<file path="config.mk">
export PLATFORM = sky130hd
export DESIGN_NAME = sac_ctrl
export DESIGN_NICKNAME = d
export VERILOG_FILES = /design/src/hdl/sac_pkg.sv /design/src/hdl/sac_ctrl.sv
export SDC_FILE = /design/constraint.sdc
export NUM_CORES = 1
export LEC_CHECK = 0
export BUFFER_PORTS_ARGS = -buffer_cell sky130_fd_sc_hd__buf_2
export CELL_PAD_IN_SITES_DETAIL_PLACEMENT = 1
export CELL_PAD_IN_SITES_GLOBAL_PLACEMENT = 2
export CORE_AREA = 3 3 40 42
export CTS_CLUSTER_DIAMETER = 50
export DETAILED_ROUTE_END_ITERATION = 8
export DIE_AREA = 0 0 43 45
export MAX_ROUTING_LAYER = met4
export PLACE_DENSITY_LB_ADDON = 0.1
export REMOVE_ABC_BUFFERS = 1
export SLEW_MARGIN = 5
export SYNTH_ARGS = -nofsm -noshare
export SYNTH_HDL_FRONTEND = slang
export SYNTH_SLANG_ARGS = --single-unit
</file>
<file path="constraint.sdc">
create_clock -name clk -period 1.2 [get_ports clk]
set_clock_uncertainty 0.05 [all_clocks]
set_input_delay 0.06 -clock clk [delete_from_list [all_inputs] [get_ports clk]]
set_output_delay 0.06 -clock clk [all_outputs]
set_load 0.05 [all_outputs]
</file>
<file path="src/hdl/sac_pkg.sv">
package sac_pkg;

    // fill value written into a line on allocation
    localparam logic [7:0] FILL_BYTE = 8'h42;

    // command field codes
    localparam logic CMD_READ  = 1'b0;
    localparam logic CMD_WRITE = 1'b1;

    // fixed field widths
    localparam int ADDR_W     = 32;
    localparam int DATA_W     = 8;
    localparam int WAY_OUT_W  = 3;
    localparam int IN_TDATA_W  = 48;
    localparam int OUT_TDATA_W = 16;

    // controller to datapath commands
    typedef struct packed {
        logic clear;    // write one zero rank row during the clearing pass
        logic load;     // capture the incoming request word
        logic read;     // read tag and rank rows of the set
        logic decide;   // register hit and chosen way
        logic update;   // write tag, rank and line memories
        logic respond;  // load the output register
    } sac_cmd_t;

    // datapath to controller status
    typedef struct packed {
        logic clear_last;  // last rank row is being cleared
    } sac_status_t;

endpackage

</file>
<file path="src/hdl/sac_ctrl.sv">
module sac_ctrl
    import sac_pkg::*;
(
    input  logic        clk,
    input  logic        rst_n,
    input  logic        in_valid,
    output logic        in_ready,
    output logic        out_valid,
    input  logic        out_ready,
    input  sac_status_t status,
    output sac_cmd_t    cmd
);

    localparam logic [2:0] ST_CLEAR  = 3'd0;
    localparam logic [2:0] ST_IDLE   = 3'd1;
    localparam logic [2:0] ST_READ   = 3'd2;
    localparam logic [2:0] ST_DECIDE = 3'd3;
    localparam logic [2:0] ST_UPDATE = 3'd4;
    localparam logic [2:0] ST_RESP   = 3'd5;

    logic [2:0] state_reg;
    logic [2:0] state_next;
    logic       out_valid_reg;
    logic       out_valid_next;

    // next state and commands
    always_comb
    begin
        state_next     = state_reg;
        cmd            = '0;
        in_ready       = 1'b0;
        out_valid_next = out_valid_reg & ~out_ready;
        unique case (state_reg)
            ST_CLEAR:
            begin
                cmd.clear = 1'b1;
                if (status.clear_last)
                begin
                    state_next = ST_IDLE;
                end
            end
            ST_IDLE:
            begin
                in_ready = 1'b1;
                if (in_valid)
                begin
                    cmd.load   = 1'b1;
                    state_next = ST_READ;
                end
            end
            ST_READ:
            begin
                cmd.read   = 1'b1;
                state_next = ST_DECIDE;
            end
            ST_DECIDE:
            begin
                cmd.decide = 1'b1;
                state_next = ST_UPDATE;
            end
            ST_UPDATE:
            begin
                cmd.update = 1'b1;
                state_next = ST_RESP;
            end
            ST_RESP:
            begin
                if (!out_valid_reg || out_ready)
                begin
                    cmd.respond    = 1'b1;
                    out_valid_next = 1'b1;
                    state_next     = ST_IDLE;
                end
            end
            default:
            begin
                state_next = ST_CLEAR;
            end
        endcase
    end

    // state registers
    always_ff @(posedge clk or negedge rst_n)
    begin
        if (!rst_n)
        begin
            state_reg     <= ST_CLEAR;
            out_valid_reg <= 1'b0;
        end
        else
        begin
            state_reg     <= state_next;
            out_valid_reg <= out_valid_next;
        end
    end

    assign out_valid = out_valid_reg;

endmodule

</file>
==> qor.yml, run 1 <==
status: "complete, but fails checks"
violations: "setup timing"
core_area_um2: 1280
critPathLaunchType: "flop"
synth.avg_cell_area_um2: 9.06
root_buffer: "clkbuf_4"
final_area_um2: 505
dpl.cell_count: 57
cts-buffers-inserted: 3
antenna_found_initial: 0
clkLatencyLatePin_ps: 230
grt-ovfl-total: 0
worst-setup-path-type: "reg -> out"
drv_slew: 0
vias: 254
die_area_um2: 1940
wl_per_cell_um: 11.5
wirelength_met1_um: 326
layout_setup_ws_ps: -158
grt_usage_pct: 9.72
cp_data_required_time_ps: 1090
nFillCells: 156
areaGrowthSynthToFinish_pct: 123
htree_num_levels: 1
r2r-start: "state_reg[1]"
drtAntennaViolNets: 0
drt_pass1_iterations: 2
synthFlopType: "dfrtp_1"
drc: 0
start_util_pct: 17.6
viasPerCell: 4.03
first_iter_violations: 2
max-cap-violations: 0
worstHoldStart: "status"
ys_ff_latch: 4
die_y_um: 45
finalHoldViolCount: 0
antenna_cells: 0
layout-drive-gt1-share_pct: 66.7
syn_area_um2: 226
slowest_delay_ps: 370
synth_edf_count: 0
relSlewSlack_pct: 83.6
die_width_um: 43
rows: 13
cp.arrival_ps: 1250
syn_inst: 25
grt_pass1_wl_mm: 1.31
largest_register_ffs: 3
worstHoldPathCells: 3
dpl_cell_area_um2: 343
ys_seq_area_share_pct: 44.2
clk_pin_slew_ps: 40
setup_violations: 7
route.met3.wl_um: 28
cp-end-kind: "output port"
first_global_vias: 303
portBuffers: 12
crit_fanout: 2
regToRegSetupSlack_ps: 90
final_nets: 55
dpl.hpwl_um: 555
hold-path-endpoint: "state_reg[0]"
clock_path_buffers: 2
post-route-min-period_ps: 1360
r2r.worst_path.cells: 4
drt_wl_total_um: 727
critical_path.cell_chain: "nand2b_4, or2_4, nor2b_4, buf_6"
worst_pin_slew_ps: 248
crit_start: "state_reg[1]"
cts_tree: "yes"
period_share_pct: 113
ios: 13
hold_class: "in -> reg"
wl_met2_um: 371
clock-sinks: 4
rsz0062_at_grt: "true"
async_flop_share_pct: 100
ys.warnings.count: 0
critPathSlowestCell: "dfrtp_1"
globalplace.congestion: 0.704
fmax_mhz: 736
r2r_end: "state_reg[2]"
instances_no_fill: 63
synth_cell_type_count: 15
grt_max_degree: 9
highest-signal-layer: "met3"
==> cell type report <==
| cell class | instances | area (um^2) | share of cell area (%) |
|---|---|---|---|
| sequential | 4 | 101 | 20.0 |
| clock buffer | 3 | 22.5 | 4.46 |
| inverter | 1 | 3.75 | 0.743 |
| multi-input combinational | 20 | 175 | 34.7 |
| tap | 15 | 18.8 | 3.71 |
| timing repair buffer | 20 | 184 | 36.4 |
==> synth_stat cells, types with 2 or more instances <==
| master | count | area [um^2] |
|---|---|---|
| dfrtp_1 | 4 | 100 |
| a21oi_1 | 2 | 10.0 |
| nor2_1 | 3 | 11.3 |
| or2_1 | 2 | 12.5 |
| and2_1 | 2 | 12.5 |
| nand2_1 | 3 | 11.3 |
==> routing by layer <==
| layer | vias to the layer above | track usage (%) |
|---|---|---|
| met5 | - | - |
| met4 | 0 | 5.42 |
| met3 | 0 | 3.59 |
| met2 | 8 | 14.1 |
| met1 | 116 | 11.7 |
| li1 | 130 | - |
==> stage by stage <==
stage | utilization [%] | setup slack (ps) | hold slack, ps | setup TNS, ps
6_report | 39.3 | -158 | 45.8 | -740
5_1_grt | 39.3 | -231 | 52.0 | -1200
4_1_cts | 37.1 | -185 | 40.7 | -859
3_5_place_dp | 26.7 | -49.7 | -182 | -101
3_3_place_gp | 26.7 | -30.2 | -184 | -47.5
2_1_floorplan | - | -628 | -286 | -1870
==> kinds of logic (layout without fill, tap and decap cells) <==
kind of cell	count (synthesis)	after routing	share of synthesized area (%)
buffers and inverters	1	24	1.66
DFF	4	4	44.2
AOI/OAI and AO/OA	4	4	10.5
and+or+nand+nor	16	16	43.6
==> cell usage in the layout, fill, tap and decap left out, types with 3 or more instances in the layout <==
master / n
buf_4: 6
buf_2: 5
buf_8: 4
nor2_4: 3
nand2_1: 3
clkbuf_4: 3
dfrtp_1: 3
buf_6: 3
==> worst max-delay path by stage <==
stage / to / slack (ps) / depth (start not counted)
detailed placement: cmd[0] / -50 / 4
floorplan: cmd[4] / -630 / 3
global placement: cmd[0] / -30 / 4
CTS: cmd[0] / -190 / 4
global route: cmd[0] / -230 / 4
finish: cmd[0] / -160 / 4
==> worst max-delay path, delay by kind of cell, from the launching register on <==
family                 cells  cell delay (ps)
buffers and inverters      1              160
and+or+nand+nor            3              500
DFF                        1              370
==> timing repair <==
item / in CTS / in global routing
setup endpoints to repair: 7 / 7
hold buffers: 2 / 0
pin swaps: 1 / 2
endpoints found under the hold margin: 5 / 0
resized for setup: 25 / 8
buffers inserted: 1 / 1
Power of run 1 is left out: the tool's default activity adds up to more than one toggle a clock period on the data nets, which glitch-free logic cannot reach.
==> run 2: changes to the inputs <==
--- a/constraint.sdc
+++ b/constraint.sdc
@@ -4,2 +4,2 @@
 set_output_delay 0.06 -clock clk [all_outputs]
-set_load 0.05 [all_outputs]
+set_load 0.02 [all_outputs]
==> qor.yml, run 2 (synthesis results as in run 1) <==
status: "complete, but fails checks"
violations: "hold timing, setup timing"
finalHoldViolCount: 1  # +1
worst-setup-path-type: "reg -> out"
rsz0062_at_grt: "true"
first_iter_violations: 0  # -2
switchingPower_mw: 0.588
grt_max_degree: 9  # unchanged
largest_register_ffs: 3  # unchanged
grt_usage_pct: 9.37  # -0.35 points
final_common_cell: "buf_4"
drt_wl_total_um: 711  # -2.2%
portBuffers: 12  # unchanged
p_per_area_nw_per_um2: 2930
core_area_um2: 1280  # unchanged
grt-ovfl-total: 0  # unchanged
antenna_cells: 0  # unchanged
drtAntennaViolNets: 0  # unchanged
grt_pass1_wl_mm: 1.24  # -5.3%
root_buffer: "clkbuf_4"
cp-end-kind: "output port"
final_core_util_pct: 37.0  # -2.3 points
cp.arrival_ps: 1210  # -40 ps
met1_usage_pct: 10.7  # -1.0 points
switching_share_pct: 42.3
final_nets: 55  # unchanged
viasPerCell: 4.21  # +4.3%
relSlewSlack_pct: 83.9  # +0.29 points
die_y_um: 45  # unchanged
cp_data_required_time_ps: 1090  # about the same
nFillCells: 154  # -1.3%
power_frac_comb_pct: 69.2
seqPwrFrac_pct: 18.6
areaGrowthSynthToFinish_pct: 110
cts-buffers-inserted: 3  # unchanged
hold_ws_ps: -0.969  # -46.8 ps
fmax_mhz: 756  # +2.7%
p_total_mw: 1.39
vias: 265  # +4.3%
internal-power_mw: 0.803
dpl.hpwl_um: 556  # +0.18%
start_util_pct: 17.6  # unchanged
setup_violations: 5  # -2
rows: 13  # unchanged
period_share_pct: 110  # -3.0 points
crit_fanout: 2  # unchanged
top_usage_layer: "met2"
mostFrequentLayoutCells: "buf_4 (8), buf_6 (6), buf_2 (5)"
layout-drive-gt1-share_pct: 66.7  # unchanged
globalplace.congestion: 0.712  # +1.1%
clk_pin_slew_ps: 40  # about the same
wl_per_cell_um: 11.3  # -2.2%
die_width_um: 43  # unchanged
htree_num_levels: 1  # unchanged
drt_pass1_iterations: 1  # -1
ios: 13  # unchanged
clkLatencyLatePin_ps: 240  # about the same
clockPowerShare_pct: 12.1
clock_path_buffers: 2  # unchanged
critPathLaunchType: "flop"
die_area_um2: 1940  # unchanged
layout_setup_ws_ps: -122  # +36.0 ps
use_met3_pct: 2.79  # -0.80 points
use_met2_pct: 13.8  # -0.30 points
cts_tree: "yes"
hold_class: "in -> reg"
post-route-min-period_ps: 1320  # -36.0 ps
drc: 0  # unchanged
worst_pin_slew_ps: 238  # -9.75 ps
p_leak_nw: 0.234
drv_slew: 0  # unchanged
ir_drop_mv: 0.801
clock-sinks: 4  # unchanged
place_worst_setup_slack_ps: 59.8  # +109 ps
antenna_found_initial: 0  # unchanged
first_global_vias: 290  # -4.3%
max-cap-violations: 0  # unchanged
## run 2: power groups by stage
stage | clock network (mW) | logic, mW | registers [mW]
2_1_floorplan | 0 | 0.336 | 0.294
6_report | 0.169 | 0.963 | 0.259
3_3_place_gp | 0 | 0.643 | 0.250
5_1_grt | 0.183 | 1.05 | 0.270
3_5_place_dp | 0 | 0.648 | 0.254
4_1_cts | 0.175 | 0.804 | 0.256
## run 2: final timing paths
check                             startpoint            to  slack [ps]  cells past startpoint
max in group asynchronous              rst_n  state_reg[2]         850                      2
min in group asynchronous              rst_n  state_reg[0]         120                      2
worst max register to register  state_reg[2]  state_reg[2]          60                      5
worst min-delay path                in_valid  state_reg[0]          -1                      2
worst max-delay path            state_reg[1]        cmd[0]        -120                      4
worst min register to register     out_valid     out_valid         510                      2
## run 2: worst max-delay path, stage by stage (launching register included)
cell and delay, ps:
dfrtp_1 370, nand2b_4 140, or2_4 240, nor2b_4 110, buf_6 120
## run 2: layout make-up
class / instances / area, um^2 / area share (%)
multi-input cells: 20 / 166 / 35.0
repair buffers: 20 / 163 / 34.2
inverters: 1 / 3.75 / 0.789
well taps: 15 / 18.8 / 3.95
clock buffers: 3 / 22.5 / 4.74
flip-flops and latches: 4 / 101 / 21.3
## run 2: routing by layer
| layer | routed length (um) | share of wire (%) |
|---|---|---|
| met1 | 296 | 42 |
| met2 | 358 | 50 |
| met3 | 40 | 5.6 |
| met4 | 14 | 2.0 |
| met5 | 0 | 0 |
## run 2: timing repair
action,in CTS,in global routing
gates resized for setup,15,10
hold endpoints to repair,4,0
buffers inserted,1,2
pin swaps,1,2
setup endpoints to repair,7,7
hold buffers,1,0
## run 2: stage by stage
stage          area, um^2  instances  TNS, ps
2_1_floorplan         226         25    -57.8
3_3_place_gp          335         56        0
3_5_place_dp          335         56        0
4_1_cts               419         61     -484
5_1_grt               475         63     -701
6_report              475         63     -387
Power figures use the tool's default switching activity.
